$ cat src/hw/rtl/skhs_pkg.sv
// skhs_pkg: shared constants and types for the word hash set block
// no dependencies; imported by skhs_div, the top level and the testbench
package skhs_pkg;

  // field widths of the result item
  localparam int SLOT_W   = 10;
  localparam int STATUS_W = 2;
  localparam int HASH_W   = 32;

  // only the low 31 bits of the hash pick the home slot
  localparam logic [HASH_W-1:0] HASH_MASK = 32'h7fff_ffff;
  localparam int DIVIDEND_W = 31;

  // status codes
  localparam logic [STATUS_W-1:0] ST_OK   = 2'd0;
  localparam logic [STATUS_W-1:0] ST_FULL = 2'd1;
  localparam logic [STATUS_W-1:0] ST_LONG = 2'd2;

  // operation codes
  localparam logic OP_SEARCH = 1'b0;
  localparam logic OP_INSERT = 1'b1;

  // configuration register indexes
  localparam logic [1:0] REG_TABLE_SIZE = 2'd0;
  localparam logic [1:0] REG_HASH_SEED  = 2'd1;
  localparam logic [1:0] REG_PROBE_STEP = 2'd2;

  // divider status toward the sequencer
  typedef struct packed {
    logic busy;
    logic done;
  } div_stat_t;

endpackage

$ cat src/hw/rtl/skhs_div.sv
// skhs_div: restoring remainder unit, one quotient bit per cycle
// depends on skhs_pkg (div_stat_t)
module skhs_div import skhs_pkg::*; #(
  parameter int DW = 31,
  parameter int NW = 11
) (
  input  logic          clk,
  input  logic          rst_n,
  input  logic          start,
  input  logic [DW-1:0] dividend,
  input  logic [NW-1:0] divisor,
  output logic [NW-1:0] rem,
  output div_stat_t     stat
);

  localparam int CW = $clog2(DW + 1);

  logic [DW-1:0] q_r, q_nxt;
  logic [NW-1:0] rem_r, rem_nxt;
  logic [NW-1:0] den_r, den_nxt;
  logic [CW-1:0] cnt_r, cnt_nxt;
  logic          busy_r, busy_nxt;
  logic          done_r, done_nxt;
  logic [NW:0]   trial;

  // load on start, else one shift-subtract step
  always_comb begin
    q_nxt    = q_r;
    rem_nxt  = rem_r;
    den_nxt  = den_r;
    cnt_nxt  = cnt_r;
    busy_nxt = busy_r;
    done_nxt = 1'b0;
    trial    = {rem_r, q_r[DW-1]};
    if (start) begin
      q_nxt    = dividend;
      rem_nxt  = '0;
      den_nxt  = divisor;
      cnt_nxt  = '0;
      busy_nxt = 1'b1;
    end else if (busy_r) begin
      q_nxt = q_r << 1;
      if (trial >= {1'b0, den_r}) begin
        rem_nxt = NW'(trial - {1'b0, den_r});
      end else begin
        rem_nxt = NW'(trial);
      end
      cnt_nxt = cnt_r + CW'(1);
      if (cnt_r == CW'(DW - 1)) begin
        busy_nxt = 1'b0;
        done_nxt = 1'b1;
      end
    end
  end

  // control state
  always_ff @(posedge clk) begin
    if (!rst_n) begin
      busy_r <= 1'b0;
      done_r <= 1'b0;
      cnt_r  <= '0;
    end else begin
      busy_r <= busy_nxt;
      done_r <= done_nxt;
      cnt_r  <= cnt_nxt;
    end
  end

  // datapath
  always_ff @(posedge clk) begin
    q_r   <= q_nxt;
    rem_r <= rem_nxt;
    den_r <= den_nxt;
  end

  assign rem       = rem_r;
  assign stat.busy = busy_r;
  assign stat.done = done_r;

`ifndef SYNTHESIS
  a_done_ends_busy: assert property (@(posedge clk) disable iff (!rst_n)
    done_r |-> !busy_r) else $error("divider done while still busy");
  a_rem_below_den: assert property (@(posedge clk) disable iff (!rst_n)
    done_r && den_r != '0 |-> rem_r < den_r) else $error("remainder not reduced");
  a_start_idle: assert property (@(posedge clk) disable iff (!rst_n)
    start |-> !busy_r) else $error("divider restarted while busy");
`endif

endmodule

$ cat config.mk
export PLATFORM = sky130hd
export DESIGN_NAME = skhs_div
export DESIGN_NICKNAME = d
export VERILOG_FILES = /design/src/hw/rtl/skhs_pkg.sv /design/src/hw/rtl/skhs_div.sv
export SDC_FILE = /design/constraint.sdc
export NUM_CORES = 1
export LEC_CHECK = 0
export BUFFER_PORTS_ARGS = -buffer_cell sky130_fd_sc_hd__buf_2
export CORE_MARGIN = 4
export CORE_UTILIZATION = 55
export CTS_BUF_LIST = sky130_fd_sc_hd__clkbuf_4 sky130_fd_sc_hd__clkbuf_8 sky130_fd_sc_hd__clkbuf_16
export CTS_CLUSTER_DIAMETER = 80
export DETAILED_ROUTE_END_ITERATION = 7
export GPL_TIMING_DRIVEN = 0
export PLACE_DENSITY = 0.82
export SLEW_MARGIN = 20
export SYNTH_ARGS = -nofsm -noshare
export SYNTH_HDL_FRONTEND = slang
export SYNTH_SLANG_ARGS = --single-unit
export TNS_END_PERCENT = 10
$ cat constraint.sdc
create_clock -name clk -period 3.09 [get_ports clk]
set_input_delay 0.1545 -clock clk [delete_from_list [all_inputs] [get_ports clk]]
set_output_delay 0.1545 -clock clk [all_outputs]
set_load 0.01 [all_outputs]
# After elaboration in Yosys (flattened, before gate mapping)
# Index checks and enable logic that the tools add are counted.
# W data, S select, Z words.
[op_classes] addsub=2 n_mul=0 n_div=0 magnitude_cmp=1 eq_ne=1 n_shift=0 mux=7 bitwise=2 n_reduce_logical=3
[ops] op="$mux W31" count=2
[ops] op="$ge A12 B11 Y1" count=1
[ops] op="$mux W11" count=1
[ops] op="$sub A11 B11 Y11" count=1
[ops] op="$add A5 B1 Y5 const B" count=1
[ops] op="$eq A5 B5 Y1 const B" count=1
[ops] op="$mux W1" count=4
[ops] op="$reduce_or A3 Y1" count=1
[ops] op="$not A1 Y1" count=2
[ops] op="$reduce_bool A2 Y1" count=1
[ops] op="$reduce_or A2 Y1" count=1
[word_totals] register_bits=60 latch_bits=0 ram_bits=0 romBits=0 input_bits=45 out_inout_bits=13 wordCells=22 mem_count=0

# Depth between registers and ports, before layout
# Gate-level depths: netlist (run 1).
[logic_depth] depth_word=4 depth_mapped=9 depth_no_buf=9

# Worst setup path before layout (run 1)
# Ideal clock, no wire load.
[synth_timing] kind="flip-flop to flip-flop" from="reg q_r[30]" to="reg rem_r[3] (netlist: rem[3])" setup_ps=117 t_arrival_ps=2276 required_ps=2973 setup_slack_ps=697 stages_incl_launch_ff=10 n_path_buf=0 period_less_slack_ps=2393 cell_sequence="edfxtp_1 -> inv_1 -> ha_1 -> fa_1 -> nand2b_2 -> o2bb2ai_2 -> a211o_1 -> nand2_2 -> mux2_2 -> a22o_1"
[synth_via] elab_chain_cells=2 elab_cells_between_ends=3 classes_between="add/sub (1); order compare (1); mux (1)"
[synth_lines] item="start: declaration" line_no="skhs_div.sv:18" source="logic [DW-1:0] q_r, q_nxt;"
[synth_lines] item="start signal: assignment" line_no="skhs_div.sv:71" source="q_r <= q_nxt;"
[synth_lines] item="$sub A11 B11 Y11 or $ge A12 B11 Y1 (tied branches)" line_no="skhs_div.sv:44, skhs_div.sv:43"
[synth_lines] item="$mux W11 (*)" line_no="skhs_div.sv:43" source="if (trial >= {1'b0, den_r}) begin"
[synth_lines] item="end signal: assignment" line_no="skhs_div.sv:72" source="rem_r <= rem_nxt;"
[synth_lines] item="end: declaration" line_no="skhs_div.sv:19" source="logic [NW-1:0] rem_r, rem_nxt;"
# Mark *: on every way between the ends. The rest lies on a longest branch, timed or not.
# A chain may end at the register's enable or synchronous reset.

# Final worst setup path (run 1)
[layout_timing] from="reg q_r[30]" to="reg rem_r[6] (netlist: rem[6])"
# The elaborated chain is that of the path after synthesis.

==> metrics.txt, run 1 <==
# TYPE chip_impl_metric gauge
chip_impl_metric{name="synth-edff-count",unit=""} 42
chip_impl_info{name="synth-main-ff-cell",value="sky130_fd_sc_hd__edfxtp_1"} 1
chip_impl_metric{name="synth-warning-count",unit=""} 0
chip_impl_metric{name="postSynth.asyncResetShare",unit="%"} 0
chip_impl_metric{name="num_rows",unit=""} 26
chip_impl_metric{name="h-tree-depth",unit=""} 3
chip_impl_metric{name="totalWireLength",unit="mm"} 6.069
chip_impl_metric{name="timing.critical_path.arrival",unit="ps"} 2910
chip_impl_metric{name="met3_wirelength",unit="um"} 363
chip_impl_metric{name="count_of_input_and_output_buffers",unit=""} 57
chip_impl_metric{name="fmax",unit="MHz"} 376.6
chip_impl_info{name="synth.cells.most_frequent",value="sky130_fd_sc_hd__edfxtp_1 (42), sky130_fd_sc_hd__mux2_2 (31), sky130_fd_sc_hd__dfxtp_1 (18)"} 1
chip_impl_metric{name="clk_pin_slew_worst_paths",unit="ps"} 70
chip_impl_metric{name="design.final.nets",unit=""} 385
chip_impl_metric{name="routedLengthMet1",unit="mm"} 2.650
chip_impl_metric{name="sequential_to_total_area_share_from_yosys_stat",unit="%"} 54.80
chip_impl_metric{name="drt_first_pass_iters",unit=""} 4
chip_impl_metric{name="post-cts-setup-buffers",unit=""} 0
chip_impl_info{name="post-synth-top-count-cell",value="sky130_fd_sc_hd__edfxtp_1"} 1
chip_impl_info{name="holdCritPathClass",value="input pin to register"} 1
chip_impl_metric{name="synth_top_cell_area_share",unit="%"} 42.62
chip_impl_metric{name="yosysUniqueCellTypes",unit=""} 45
chip_impl_metric{name="cts.path.max_buffers",unit=""} 2
chip_impl_metric{name="dr_wl_met2",unit="mm"} 2.947
chip_impl_info{name="top_layer",value="met4"} 1
chip_impl_info{name="cts_root_buffer",value="sky130_fd_sc_hd__clkbuf_8"} 1
chip_impl_metric{name="timing.hold.ws",unit="ps"} 73.43
chip_impl_metric{name="die_area",unit="um^2"} 6618
chip_impl_metric{name="initial_utilization",unit="%"} 57.21
chip_impl_metric{name="share_of_cells_above_drive_strength_1",unit="%"} 33.84
chip_impl_metric{name="antennaDiodeCount",unit=""} 0
chip_impl_metric{name="power.density_cell_area",unit="nW/um^2"} 518.6
chip_impl_metric{name="detailedRoute.firstIterationViolations",unit=""} 119
chip_impl_metric{name="initial_antenna_violation_count",unit=""} 0
chip_impl_metric{name="final.setup_skew",unit="ps"} 7.471
chip_impl_info{name="setup_repair_after_global_routing_missed_its_margin",value="false"} 1
chip_impl_metric{name="placeableCoreArea",unit="um^2"} 5172
chip_impl_info{name="ranking_of_synthesized_cells_by_area",value="sky130_fd_sc_hd__edfxtp_1 (43%), sky130_fd_sc_hd__dfxtp_1 (12%), sky130_fd_sc_hd__mux2_2 (12%)"} 1
chip_impl_info{name="post_synthesis_cell_type_with_the_largest_combined_area",value="sky130_fd_sc_hd__edfxtp_1"} 1
chip_impl_metric{name="io_pins",unit=""} 58
chip_impl_metric{name="die-width",unit="um"} 81.35
chip_impl_metric{name="required_time_reported_for_the_critical_path_endpoint",unit="ps"} 3340
chip_impl_metric{name="place.detailed.hpwl",unit="mm"} 4.294
chip_impl_metric{name="timing_max_transition_violations_final",unit=""} 0
chip_impl_metric{name="global_route.usage.total",unit="%"} 20.13
chip_impl_metric{name="endpoints_failing_setup",unit=""} 0
chip_impl_metric{name="largest_net_degree_at_the_start_of_global_routing",unit=""} 32
chip_impl_metric{name="globalplace.congestion",unit=""} 0.8871
chip_impl_metric{name="vdd_drop_max",unit="V"} 0.0004726
chip_impl_metric{name="ant_nets",unit=""} 0
chip_impl_info{name="path_class",value="register to register"} 1
chip_impl_metric{name="areaGrowthSynthToFinish",unit="%"} 22.45
chip_impl_metric{name="leakage",unit="nW"} 1.519
chip_impl_info{name="outcome",value="finished, final reports clean"} 1
chip_impl_metric{name="clkLatencyLatePin",unit="ps"} 330
chip_impl_metric{name="die-height",unit="um"} 81.35
chip_impl_metric{name="via_per_inst",unit=""} 5.439
chip_impl_metric{name="drcViolationCount",unit=""} 0
chip_impl_metric{name="critPathMaxFanout",unit=""} 7
chip_impl_metric{name="hold_violations",unit=""} 0
chip_impl_metric{name="overall_via_count_from_detail_route",unit=""} 2181
chip_impl_metric{name="netlist_area",unit="um^2"} 2959
chip_impl_metric{name="synthCells",unit=""} 247
chip_impl_info{name="tritoncts_clock_tree",value="yes"} 1
chip_impl_metric{name="mean_syn_cell_area",unit="um^2"} 11.98
chip_impl_metric{name="grt_overflow_total",unit=""} 0
chip_impl_metric{name="ys_ff_latch",unit=""} 60
chip_impl_metric{name="detail_route.wl_per_cell",unit="um"} 15.13
chip_impl_metric{name="synth_nets",unit=""} 306
chip_impl_metric{name="cts_sinks",unit=""} 60
chip_impl_info{name="startpoint_type",value="register"} 1
chip_impl_metric{name="setup-tns-final",unit="ps"} 0
chip_impl_metric{name="slew-limit-headroom",unit="%"} 45.64
chip_impl_metric{name="first_global_vias",unit=""} 2176
chip_impl_metric{name="numCtsBuffers",unit=""} 9
chip_impl_info{name="worst_setup_path_end_kind",value="register"} 1
chip_impl_metric{name="period_needed",unit="ps"} 2655
chip_impl_metric{name="grt_first_pass_wirelength",unit="mm"} 9.798
chip_impl_metric{name="cap_viol_max_count",unit=""} 0
chip_impl_metric{name="worst_margin_pin_slew",unit="ps"} 812.5
chip_impl_metric{name="final.period_utilization",unit="%"} 85.93
## state kept, by name (all words and copies together) (netlist names)
register and cells:
den_r 11, done_r 1, cnt_r 5, busy_r 1, rem 11, q_r 31
## path summary, 6_finish.rpt
check	to	slack [ps]	start	cells past startpoint
worst min-delay path	busy_r	70	rst_n	2
worst max register to register	rem[6]	430	q_r[30]	9
worst max-delay path	rem[6]	430	q_r[30]	9
worst min register to register	rem[10]	500	rem[10]	2
## worst max-delay path: stages, from the launching register on
cell	delay (ps)
sky130_fd_sc_hd__edfxtp_1	350
sky130_fd_sc_hd__inv_1	50
sky130_fd_sc_hd__ha_1	220
sky130_fd_sc_hd__fa_1	410
sky130_fd_sc_hd__nand2b_2	220
sky130_fd_sc_hd__o2bb2ai_2	150
sky130_fd_sc_hd__a211o_1	370
sky130_fd_sc_hd__and2_4	210
sky130_fd_sc_hd__or3b_1	400
sky130_fd_sc_hd__a211oi_2	200
## layout by cell type (no fill, tap or decap), types with 5 or more instances in the layout
master and count:
sky130_fd_sc_hd__clkbuf_8 9, sky130_fd_sc_hd__a21oi_1 13, sky130_fd_sc_hd__nor2_1 17, sky130_fd_sc_hd__buf_2 57, sky130_fd_sc_hd__ha_1 13, sky130_fd_sc_hd__xor2_1 5
sky130_fd_sc_hd__o21ai_0 14, sky130_fd_sc_hd__nand2_1 16, sky130_fd_sc_hd__dlygate4sd3_1 11, sky130_fd_sc_hd__edfxtp_1 42, sky130_fd_sc_hd__mux2_2 31, sky130_fd_sc_hd__inv_1 16
sky130_fd_sc_hd__dfxtp_1 18, sky130_fd_sc_hd__nand4_1 5
## repair_timing
item,in CTS,in global routing
endpoints found under the hold margin,10,1
hold buffers,10,1
resized for setup,0,0
## cell type report
cell class / instances / area, um^2
sequential: 60 / 1622
multi-input combinational: 163 / 1240
clock inverter: 7 / 57.56
timing repair buffer: 68 / 395.4
clock buffer: 9 / 123.9
inverter: 17 / 63.81
buffer: 7 / 33.78
fill: 354 / 1549
tap: 70 / 87.58
## cell families after synthesis
family,after synthesis,synth area share [%]
AOI/OAI and AO/OA,49,11.08
adders and majority gates,14,6.174
buffers and inverters,24,3.298
muxes,32,12.14
DFF,60,54.80
and+or+nand+nor,60,10.15
xor gates and xnor gates,8,2.368
## per-stage QoR
stage          area, um^2  util, %  std cells  setup WS, ps  power (mW)
2_1_floorplan        2959        -        247         697.5       1.134
3_3_place_gp         3332    64.42        374         502.7       1.205
3_5_place_dp         3332    64.42        374         460.2       1.218
4_1_cts              3613    69.86        400         448.8       1.886
5_1_grt              3623    70.05        401         364.6       1.965
6_report             3623    70.05        401         434.9       1.879
## where the power goes
group	internal [mW]	switching [mW]	total [mW]
clock	0.361	0.307	0.668
sequential	0.935	0.0241	0.959
combinational	0.123	0.128	0.252
## metal layers
metal  global-route usage, %  vias to the layer above
met5                       0                        -
met4                   11.99                        0
met3                   5.543                       12
met2                   31.11                       67
met1                   25.09                     1032
li1                        -                     1070
No activity file was read; power rests on OpenSTA's default activity.
==> inputs of run 2 (changes only) <==
- ABC_AREA: unset -> 1
- CORE_ASPECT_RATIO: unset -> 1.2
- PLACE_DENSITY: 0.82 -> 0.81
==> metrics.txt, run 2 <==
# TYPE chip_impl_metric gauge
chip_impl_metric{name="setup-tns-final",unit="ps"} 0
chip_impl_metric{name="antennaDiodeCount",unit=""} 0
chip_impl_metric{name="design.final.nets",unit=""} 541
chip_impl_metric{name="synth-warning-count",unit=""} 0
chip_impl_metric{name="final.period_utilization",unit="%"} 70.79
chip_impl_info{name="outcome",value="finished, final reports clean"} 1
chip_impl_info{name="setup_repair_after_global_routing_missed_its_margin",value="false"} 1
chip_impl_info{name="cp_top_family",value="adder cells"} 1
chip_impl_metric{name="fmax",unit="MHz"} 457.2
chip_impl_metric{name="netlist_area",unit="um^2"} 3276
chip_impl_metric{name="synth-edff-count",unit=""} 42
chip_impl_metric{name="critical_path_buf_inv_count",unit=""} 3
chip_impl_metric{name="yosysUniqueCellTypes",unit=""} 27
chip_impl_info{name="critPathMostFrequentCell",value="sky130_fd_sc_hd__nand2_1"} 1
chip_impl_metric{name="share_of_cells_above_drive_strength_1",unit="%"} 20.94
chip_impl_info{name="cts_root_buffer",value="sky130_fd_sc_hd__clkbuf_8"} 1
chip_impl_metric{name="max_ffs_per_register",unit=""} 31
chip_impl_metric{name="overall_via_count_from_detail_route",unit=""} 2775
chip_impl_metric{name="cts.path.max_buffers",unit=""} 2
chip_impl_info{name="synth-main-ff-cell",value="sky130_fd_sc_hd__edfxtp_1"} 1
chip_impl_metric{name="clock_network_fraction_of_total_power",unit="%"} 36.9
chip_impl_metric{name="totalWireLength",unit="mm"} 7.100
chip_impl_metric{name="power.sequential.fraction",unit="%"} 50.5
chip_impl_info{name="final_common_cell",value="sky130_fd_sc_hd__nand2_1"} 1
chip_impl_metric{name="ys_ff_latch",unit=""} 60
chip_impl_metric{name="worst_margin_pin_slew",unit="ps"} 748.7
chip_impl_metric{name="postSynth.asyncResetShare",unit="%"} 0
chip_impl_metric{name="clkLatencyLatePin",unit="ps"} 350
chip_impl_metric{name="initial_utilization",unit="%"} 57.41
chip_impl_metric{name="place.detailed.hpwl",unit="mm"} 5.066
chip_impl_metric{name="die-height",unit="um"} 92.54
chip_impl_metric{name="areaGrowthSynthToFinish",unit="%"} 20.97
chip_impl_info{name="worst_setup_path_end_kind",value="register"} 1
chip_impl_metric{name="slew-limit-headroom",unit="%"} 50.02
chip_impl_metric{name="global_route.usage.total",unit="%"} 21.47
chip_impl_metric{name="period_needed",unit="ps"} 2187
chip_impl_metric{name="detail_route.wl_per_cell",unit="um"} 12.52
chip_impl_metric{name="critPathMaxFanout",unit=""} 10
chip_impl_metric{name="initial_antenna_violation_count",unit=""} 0
chip_impl_metric{name="drt_first_pass_iters",unit=""} 4
chip_impl_metric{name="grt_overflow_total",unit=""} 0
chip_impl_metric{name="die-width",unit="um"} 78.45
chip_impl_info{name="most-common-layout-cells",value="sky130_fd_sc_hd__nand2_1 (161), sky130_fd_sc_hd__inv_1 (60), sky130_fd_sc_hd__buf_2 (58)"} 1
chip_impl_info{name="startpoint_type",value="register"} 1
chip_impl_metric{name="post-cts-setup-buffers",unit=""} 0
chip_impl_metric{name="largest_net_degree_at_the_start_of_global_routing",unit=""} 37
chip_impl_metric{name="grt_first_pass_wirelength",unit="mm"} 11.96
chip_impl_metric{name="leakage",unit="nW"} 2.047
chip_impl_metric{name="h-tree-depth",unit=""} 3
chip_impl_metric{name="num_rows",unit=""} 30
chip_impl_metric{name="die_area",unit="um^2"} 7260
chip_impl_metric{name="globalplace.congestion",unit=""} 0.9176
chip_impl_metric{name="via_per_inst",unit=""} 4.894
chip_impl_metric{name="power.density_cell_area",unit="nW/um^2"} 474.4
chip_impl_metric{name="clk_pin_slew_worst_paths",unit="ps"} 70
chip_impl_metric{name="first_global_vias",unit=""} 2764
chip_impl_info{name="holdCritPathClass",value="input pin to register"} 1
chip_impl_metric{name="mean_syn_cell_area",unit="um^2"} 8.128
chip_impl_metric{name="synthCells",unit=""} 403
chip_impl_metric{name="power.share.combinational",unit="%"} 12.6
chip_impl_info{name="top_register",value="q_r"} 1
chip_impl_metric{name="timing_max_transition_violations_final",unit=""} 0
chip_impl_info{name="tritoncts_clock_tree",value="yes"} 1
chip_impl_metric{name="sequential_to_total_area_share_from_yosys_stat",unit="%"} 49.50
chip_impl_metric{name="drcViolationCount",unit=""} 0
chip_impl_metric{name="cap_viol_max_count",unit=""} 0
chip_impl_metric{name="net-switching-power",unit="mW"} 0.4874
chip_impl_metric{name="vdd_drop_max",unit="V"} 0.0003780
chip_impl_metric{name="required_time_reported_for_the_critical_path_endpoint",unit="ps"} 3300
chip_impl_info{name="post-synth-top-count-cell",value="sky130_fd_sc_hd__nand2_1"} 1
chip_impl_metric{name="endpoints_failing_setup",unit=""} 0
chip_impl_metric{name="timing.hold.ws",unit="ps"} 58.29
chip_impl_metric{name="hold_violations",unit=""} 0
chip_impl_metric{name="timing.critical_path.arrival",unit="ps"} 2400
chip_impl_metric{name="count_of_input_and_output_buffers",unit=""} 57
chip_impl_metric{name="ant_nets",unit=""} 0
chip_impl_metric{name="cts-hold-fix-buffers",unit=""} 11
chip_impl_metric{name="filler_cell_count",unit=""} 477
chip_impl_info{name="post_synthesis_cell_type_with_the_largest_combined_area",value="sky130_fd_sc_hd__edfxtp_1"} 1
chip_impl_metric{name="slowest_stage_delay_on_critical_path",unit="ps"} 410
chip_impl_metric{name="synth_nets",unit=""} 462
chip_impl_metric{name="final.setup_skew",unit="ps"} 3.537
chip_impl_info{name="path_class",value="register to register"} 1
chip_impl_info{name="cp_slowest_cell",value="sky130_fd_sc_hd__fa_1"} 1
chip_impl_metric{name="numCtsBuffers",unit=""} 9
chip_impl_info{name="worstPathCellList",value="inv_1 > ha_1 > fa_1 > inv_1 > nand2_1 > nand2_1 > nand2_2 > nand2_1 > nand2_2 > nand3_2 > buf_6 > nand2_1 > nand3_1 > o21ai_1"} 1
chip_impl_info{name="ranking_of_synthesized_cells_by_area",value="sky130_fd_sc_hd__edfxtp_1 (39%), sky130_fd_sc_hd__nand2_1 (18%), sky130_fd_sc_hd__dfxtp_1 (11%)"} 1
chip_impl_info{name="synth.cells.most_frequent",value="sky130_fd_sc_hd__nand2_1 (161), sky130_fd_sc_hd__inv_1 (61), sky130_fd_sc_hd__edfxtp_1 (42)"} 1
chip_impl_metric{name="sw_share",unit="%"} 25.93
chip_impl_metric{name="synth_top_cell_area_share",unit="%"} 38.50
chip_impl_metric{name="io_pins",unit=""} 58
chip_impl_metric{name="count_of_cells_resized_by_post_cts_repair",unit=""} 0
chip_impl_metric{name="placeableCoreArea",unit="um^2"} 5705
chip_impl_metric{name="cts_sinks",unit=""} 60
chip_impl_metric{name="p_int",unit="mW"} 1.392
chip_impl_metric{name="detailedRoute.firstIterationViolations",unit=""} 171
run 2: changes by cell type after synthesis, moves of 10 or more:
cell / before / now
sky130_fd_sc_hd__nand2_1: 16 / 161
sky130_fd_sc_hd__inv_1: 17 / 61
sky130_fd_sc_hd__nand3_1: 1 / 21
sky130_fd_sc_hd__o21ai_0: 14 / 4
sky130_fd_sc_hd__mux2_2: 31 / 0
sky130_fd_sc_hd__nand4_1: 5 / 15
run 2: routing by layer:
| metal | track usage, % | routed length [um] | share of wire (%) | vias to the layer above |
|---|---|---|---|---|
| met4 | 9.621 | 141 | 2.0 | 0 |
| met3 | 6.518 | 486 | 6.8 | 16 |
| met2 | 37.57 | 3663 | 52 | 79 |
| met1 | 23.82 | 2808 | 40 | 1245 |
| met5 | 0 | 0 | 0 | - |
| li1 | - | - | - | 1435 |
run 2: worst paths after layout:
| path | startpoint | to | slack (ps) | cells past startpoint |
|---|---|---|---|---|
| hold / removal | rst_n | busy_r | 60 | 3 |
| setup reg to reg | q_r[30] | rem[4] | 900 | 14 |
| hold reg to reg | rem[8] | rem[8] | 490 | 2 |
| setup / recovery | q_r[30] | rem[4] | 900 | 14 |
run 2: layout make-up:
type | count | area (um^2) | area share (%)
Sequential cell | 60 | 1622 | 40.92
Multi-Input combinational cell | 264 | 1309 | 33.03
Timing Repair Buffer | 68 | 395.4 | 9.978
Inverter | 63 | 236.5 | 5.968
Clock buffer | 9 | 123.9 | 3.126
Buffer | 16 | 108.9 | 2.747
Tap cell | 80 | 100.1 | 2.526
Clock inverter | 7 | 67.56 | 1.705
run 2: cell families (layout without fill, tap and decap cells):
group                    Yosys count  count (layout)  share of synthesized area [%]
adder cells (fa/ha/maj)           14              14                          5.577
flip-flops                        60              60                          49.50
AND/OR/NAND/NOR                  230             230                          30.75
XOR/XNOR                           3               3                         0.8023
AO/OA/AOI/OAI                     17              17                          2.827
buffers and inverters             79             163                          10.54
run 2: through the flow:
stage	power [mW]	setup slack (ps)	cells	cell area, um^2	util (%)
final	1.880	902.7	567	3963	69.45
after floorplan	1.116	1232	403	3276	-
after global routing	1.974	715.6	567	3963	69.45
after detailed placement	1.192	942.0	540	3661	64.17
after CTS	1.888	905.6	567	3963	69.45
after global placement	1.183	685.6	540	3661	64.17
run 2: tightest hold or removal path: stages:
cell	delay, ps
sky130_fd_sc_hd__buf_2	100
sky130_fd_sc_hd__inv_1	60
sky130_fd_sc_hd__a21oi_1	50
run 2: power groups by stage:
stage	Clock [mW]	Sequential, mW	Combinational (mW)
5_1_grt	0.749	0.954	0.271
2_1_floorplan	0	0.963	0.153
3_3_place_gp	0	0.965	0.218
4_1_cts	0.702	0.949	0.237
6_report	0.694	0.949	0.237
3_5_place_dp	0	0.966	0.226
==> inputs of run 3 (changes only) <==
- CORE_UTILIZATION: 55 -> 50
- PLACE_DENSITY: 0.81 -> 0.77
- clock period: 3.09 -> 1.8 ns (I/O delays scaled with it)
==> metrics.txt, run 3 (same netlist as run 2, synthesis figures left out) <==
# TYPE chip_impl_metric gauge
chip_impl_metric{name="period_needed",unit="ps"} 1899
chip_impl_info{name="worst_setup_path_end_kind",value="register"} 1
chip_impl_metric{name="die-width",unit="um"} 81.89
chip_impl_metric{name="max_ffs_per_register",unit=""} 31
chip_impl_metric{name="h-tree-depth",unit=""} 3
chip_impl_metric{name="whs_path_depth",unit=""} 3
chip_impl_metric{name="detail_route.wl_per_cell",unit="um"} 12.44
chip_impl_metric{name="total_stage_count_of_the_critical_path",unit=""} 13
chip_impl_metric{name="drcViolationCount",unit=""} 0
chip_impl_metric{name="placeableCoreArea",unit="um^2"} 6406
chip_impl_info{name="setup.worst_path.end",value="rem[5]"} 1
chip_impl_info{name="top_layer",value="met4"} 1
chip_impl_metric{name="required_time_reported_for_the_critical_path_endpoint",unit="ps"} 2010
chip_impl_metric{name="count_of_input_and_output_buffers",unit=""} 57
chip_impl_metric{name="design.final.nets",unit=""} 547
chip_impl_info{name="top_register",value="q_r"} 1
chip_impl_metric{name="die_area",unit="um^2"} 7915
chip_impl_metric{name="drt_first_pass_iters",unit=""} 5
chip_impl_info{name="reg2reg_from",value="den_r[0]"} 1
chip_impl_metric{name="timing.hold.ws",unit="ps"} 26.47
chip_impl_metric{name="clk_pin_slew_worst_paths",unit="ps"} 60
chip_impl_metric{name="final_cell_area",unit="um^2"} 4115
chip_impl_metric{name="dr_wl_met2",unit="mm"} 3.650
chip_impl_info{name="path_class",value="register to register"} 1
chip_impl_info{name="violations",value="negative setup slack"} 1
chip_impl_info{name="most-common-layout-cells",value="sky130_fd_sc_hd__nand2_1 (155), sky130_fd_sc_hd__inv_1 (58), sky130_fd_sc_hd__buf_2 (58)"} 1
chip_impl_metric{name="dp_slack",unit="ps"} -237.1
chip_impl_info{name="tritoncts_clock_tree",value="yes"} 1
chip_impl_metric{name="timing_max_transition_violations_final",unit=""} 0
chip_impl_info{name="final_common_cell",value="sky130_fd_sc_hd__nand2_1"} 1
chip_impl_metric{name="cts.path.max_buffers",unit=""} 2
chip_impl_metric{name="placed_cell_area",unit="um^2"} 3670
chip_impl_metric{name="cts_sinks",unit=""} 60
chip_impl_info{name="cp_top_family",value="simple AND/OR/NAND/NOR gates"} 1
chip_impl_metric{name="fin_ws",unit="ps"} -99.05
chip_impl_metric{name="totalWireLength",unit="mm"} 7.190
chip_impl_metric{name="final_cell_count_without_fillers",unit=""} 578
chip_impl_metric{name="reg2reg_depth",unit=""} 13
chip_impl_metric{name="areaGrowthSynthToFinish",unit="%"} 25.63
chip_impl_metric{name="critPathMaxFanout",unit=""} 5
chip_impl_info{name="cp_slowest_cell",value="sky130_fd_sc_hd__edfxtp_1"} 1
chip_impl_metric{name="die-height",unit="um"} 96.67
chip_impl_metric{name="vdd_drop_max",unit="V"} 0.0005143
chip_impl_metric{name="antennaDiodeCount",unit=""} 0
chip_impl_metric{name="num_rows",unit=""} 32
chip_impl_metric{name="globalplace.congestion",unit=""} 0.9355
chip_impl_metric{name="final.period_utilization",unit="%"} 105.5
chip_impl_metric{name="overall_via_count_from_detail_route",unit=""} 2813
chip_impl_info{name="rr_endpoint",value="rem[5]"} 1
chip_impl_metric{name="initial_utilization",unit="%"} 51.13
chip_impl_info{name="startpoint",value="den_r[0]"} 1
chip_impl_metric{name="grt_first_pass_wirelength",unit="mm"} 12.12
chip_impl_metric{name="detailedRoute.firstIterationViolations",unit=""} 150
chip_impl_metric{name="filler_cell_count",unit=""} 590
chip_impl_metric{name="global_route.usage.total",unit="%"} 19.52
chip_impl_info{name="cts_root_buffer",value="sky130_fd_sc_hd__clkbuf_8"} 1
chip_impl_metric{name="place.detailed.hpwl",unit="mm"} 5.171
chip_impl_metric{name="routedLengthMet1",unit="mm"} 2.965
chip_impl_info{name="setup_repair_after_global_routing_missed_its_margin",value="true"} 1
chip_impl_metric{name="leakage",unit="nW"} 2.121
chip_impl_metric{name="power.density_cell_area",unit="nW/um^2"} 799.7
chip_impl_metric{name="r2r_setup_slack",unit="ps"} -100
chip_impl_metric{name="cap_viol_max_count",unit=""} 0
chip_impl_info{name="holdCritPathClass",value="input pin to register"} 1
chip_impl_info{name="worstPathCellList",value="ha_4 > fa_2 > inv_2 > nand2_2 > nand2_2 > nand2_2 > nand2_2 > nand2_4 > nand3_4 > buf_8 > nand3_2 > nand3_1 > nand2_1"} 1
chip_impl_metric{name="critical_path_buf_inv_count",unit=""} 2
chip_impl_metric{name="fmax",unit="MHz"} 526.6
chip_impl_metric{name="slew-limit-headroom",unit="%"} 48.94
chip_impl_metric{name="first_global_vias",unit=""} 2834
chip_impl_metric{name="worst_margin_pin_slew",unit="ps"} 764.7
chip_impl_metric{name="hold_violations",unit=""} 0
chip_impl_metric{name="share_of_cells_above_drive_strength_1",unit="%"} 24.75
chip_impl_metric{name="timing.critical_path.arrival",unit="ps"} 2110
chip_impl_metric{name="endpoints_failing_setup",unit=""} 11
chip_impl_metric{name="slowest_stage_delay_on_critical_path",unit="ps"} 420
chip_impl_metric{name="numCtsBuffers",unit=""} 9
chip_impl_info{name="outcome",value="complete, but fails checks"} 1
chip_impl_metric{name="clkLatencyLatePin",unit="ps"} 330
chip_impl_metric{name="ant_nets",unit=""} 0
chip_impl_metric{name="fin_util",unit="%"} 64.24
chip_impl_metric{name="initial_antenna_violation_count",unit=""} 0
chip_impl_metric{name="report.power.total",unit="mW"} 3.291
chip_impl_metric{name="placedCellCount",unit=""} 545
chip_impl_metric{name="io_pins",unit=""} 58
chip_impl_info{name="startpoint_type",value="register"} 1
chip_impl_metric{name="met3_wirelength",unit="um"} 494
chip_impl_info{name="critPathMostFrequentCell",value="sky130_fd_sc_hd__nand2_2"} 1
chip_impl_metric{name="grt_overflow_total",unit=""} 0
chip_impl_metric{name="final.setup_skew",unit="ps"} 7.751
chip_impl_metric{name="via_per_inst",unit=""} 4.867
chip_impl_metric{name="largest_net_degree_at_the_start_of_global_routing",unit=""} 37
chip_impl_metric{name="setup-tns-final",unit="ps"} -844.4
==> run 3: changes by cell type in the layout (fill, tap and decap cells not counted), sizes merged <==
cell	previous run	this run
clkbuf	17	21
clkinv	4	2
clkinvlp	2	0
buf	65	71
==> run 3: timing repair <==
item,CTS,global route
hold buffers,11,0
resized for setup,14,6
cloned,1,0
setup endpoints to repair,11,42
hold endpoints to repair,11,0
pin swaps,7,4
setup buffers,5,0
==> run 3: layout make-up <==
| cell class | count | area (um^2) | area share [%] |
|---|---|---|---|
| Timing Repair Buffer | 74 | 464.2 | 11.28 |
| Tap cell | 85 | 106.4 | 2.584 |
| Sequential cell | 60 | 1622 | 39.40 |
| Multi-Input combinational cell | 264 | 1375 | 33.41 |
| Clock buffer | 13 | 160.2 | 3.892 |
| Clock inverter | 3 | 38.79 | 0.9425 |
| Inverter | 63 | 236.5 | 5.746 |
| Buffer | 16 | 112.6 | 2.736 |
==> run 3: worst register-to-register path, cell delays in order (launching register included) <==
cell,delay [ps]
sky130_fd_sc_hd__edfxtp_1,420
sky130_fd_sc_hd__ha_4,190
sky130_fd_sc_hd__fa_2,360
sky130_fd_sc_hd__inv_2,80
sky130_fd_sc_hd__nand2_2,50
sky130_fd_sc_hd__nand2_2,60
sky130_fd_sc_hd__nand2_2,60
sky130_fd_sc_hd__nand2_2,70
sky130_fd_sc_hd__nand2_4,60
sky130_fd_sc_hd__nand3_4,100
sky130_fd_sc_hd__buf_8,140
sky130_fd_sc_hd__nand3_2,60
sky130_fd_sc_hd__nand3_1,70
sky130_fd_sc_hd__nand2_1,60
==> run 3: metal layers <==
metal | global-route usage, % | up-vias
li1 | - | 1445
met1 | 23.18 | 1264
met2 | 33.60 | 95
met3 | 5.307 | 9
met4 | 5.882 | 0
met5 | 0 | -
==> run 3: worst min path at each step <==
stage | startpoint | to | slack, ps
after floorplan | divisor[0] | den_r[0] | 190
after global placement | divisor[10] | den_r[10] | 270
after detailed placement | divisor[5] | den_r[5] | 270
after CTS | dividend[0] | q_r[0] | 3
after global routing | dividend[16] | q_r[16] | 20
final | dividend[0] | q_r[0] | 30
==> run 3: power breakdown <==
part / leakage, nW / switching, mW / total, mW / internal [mW]
clock: 0.105 / 0.490 / 1.21 / 0.717
sequential: 0.572 / 0.0350 / 1.63 / 1.60
combinational: 1.44 / 0.263 / 0.450 / 0.187
total: 2.12 / 0.788 / 3.29 / 2.50
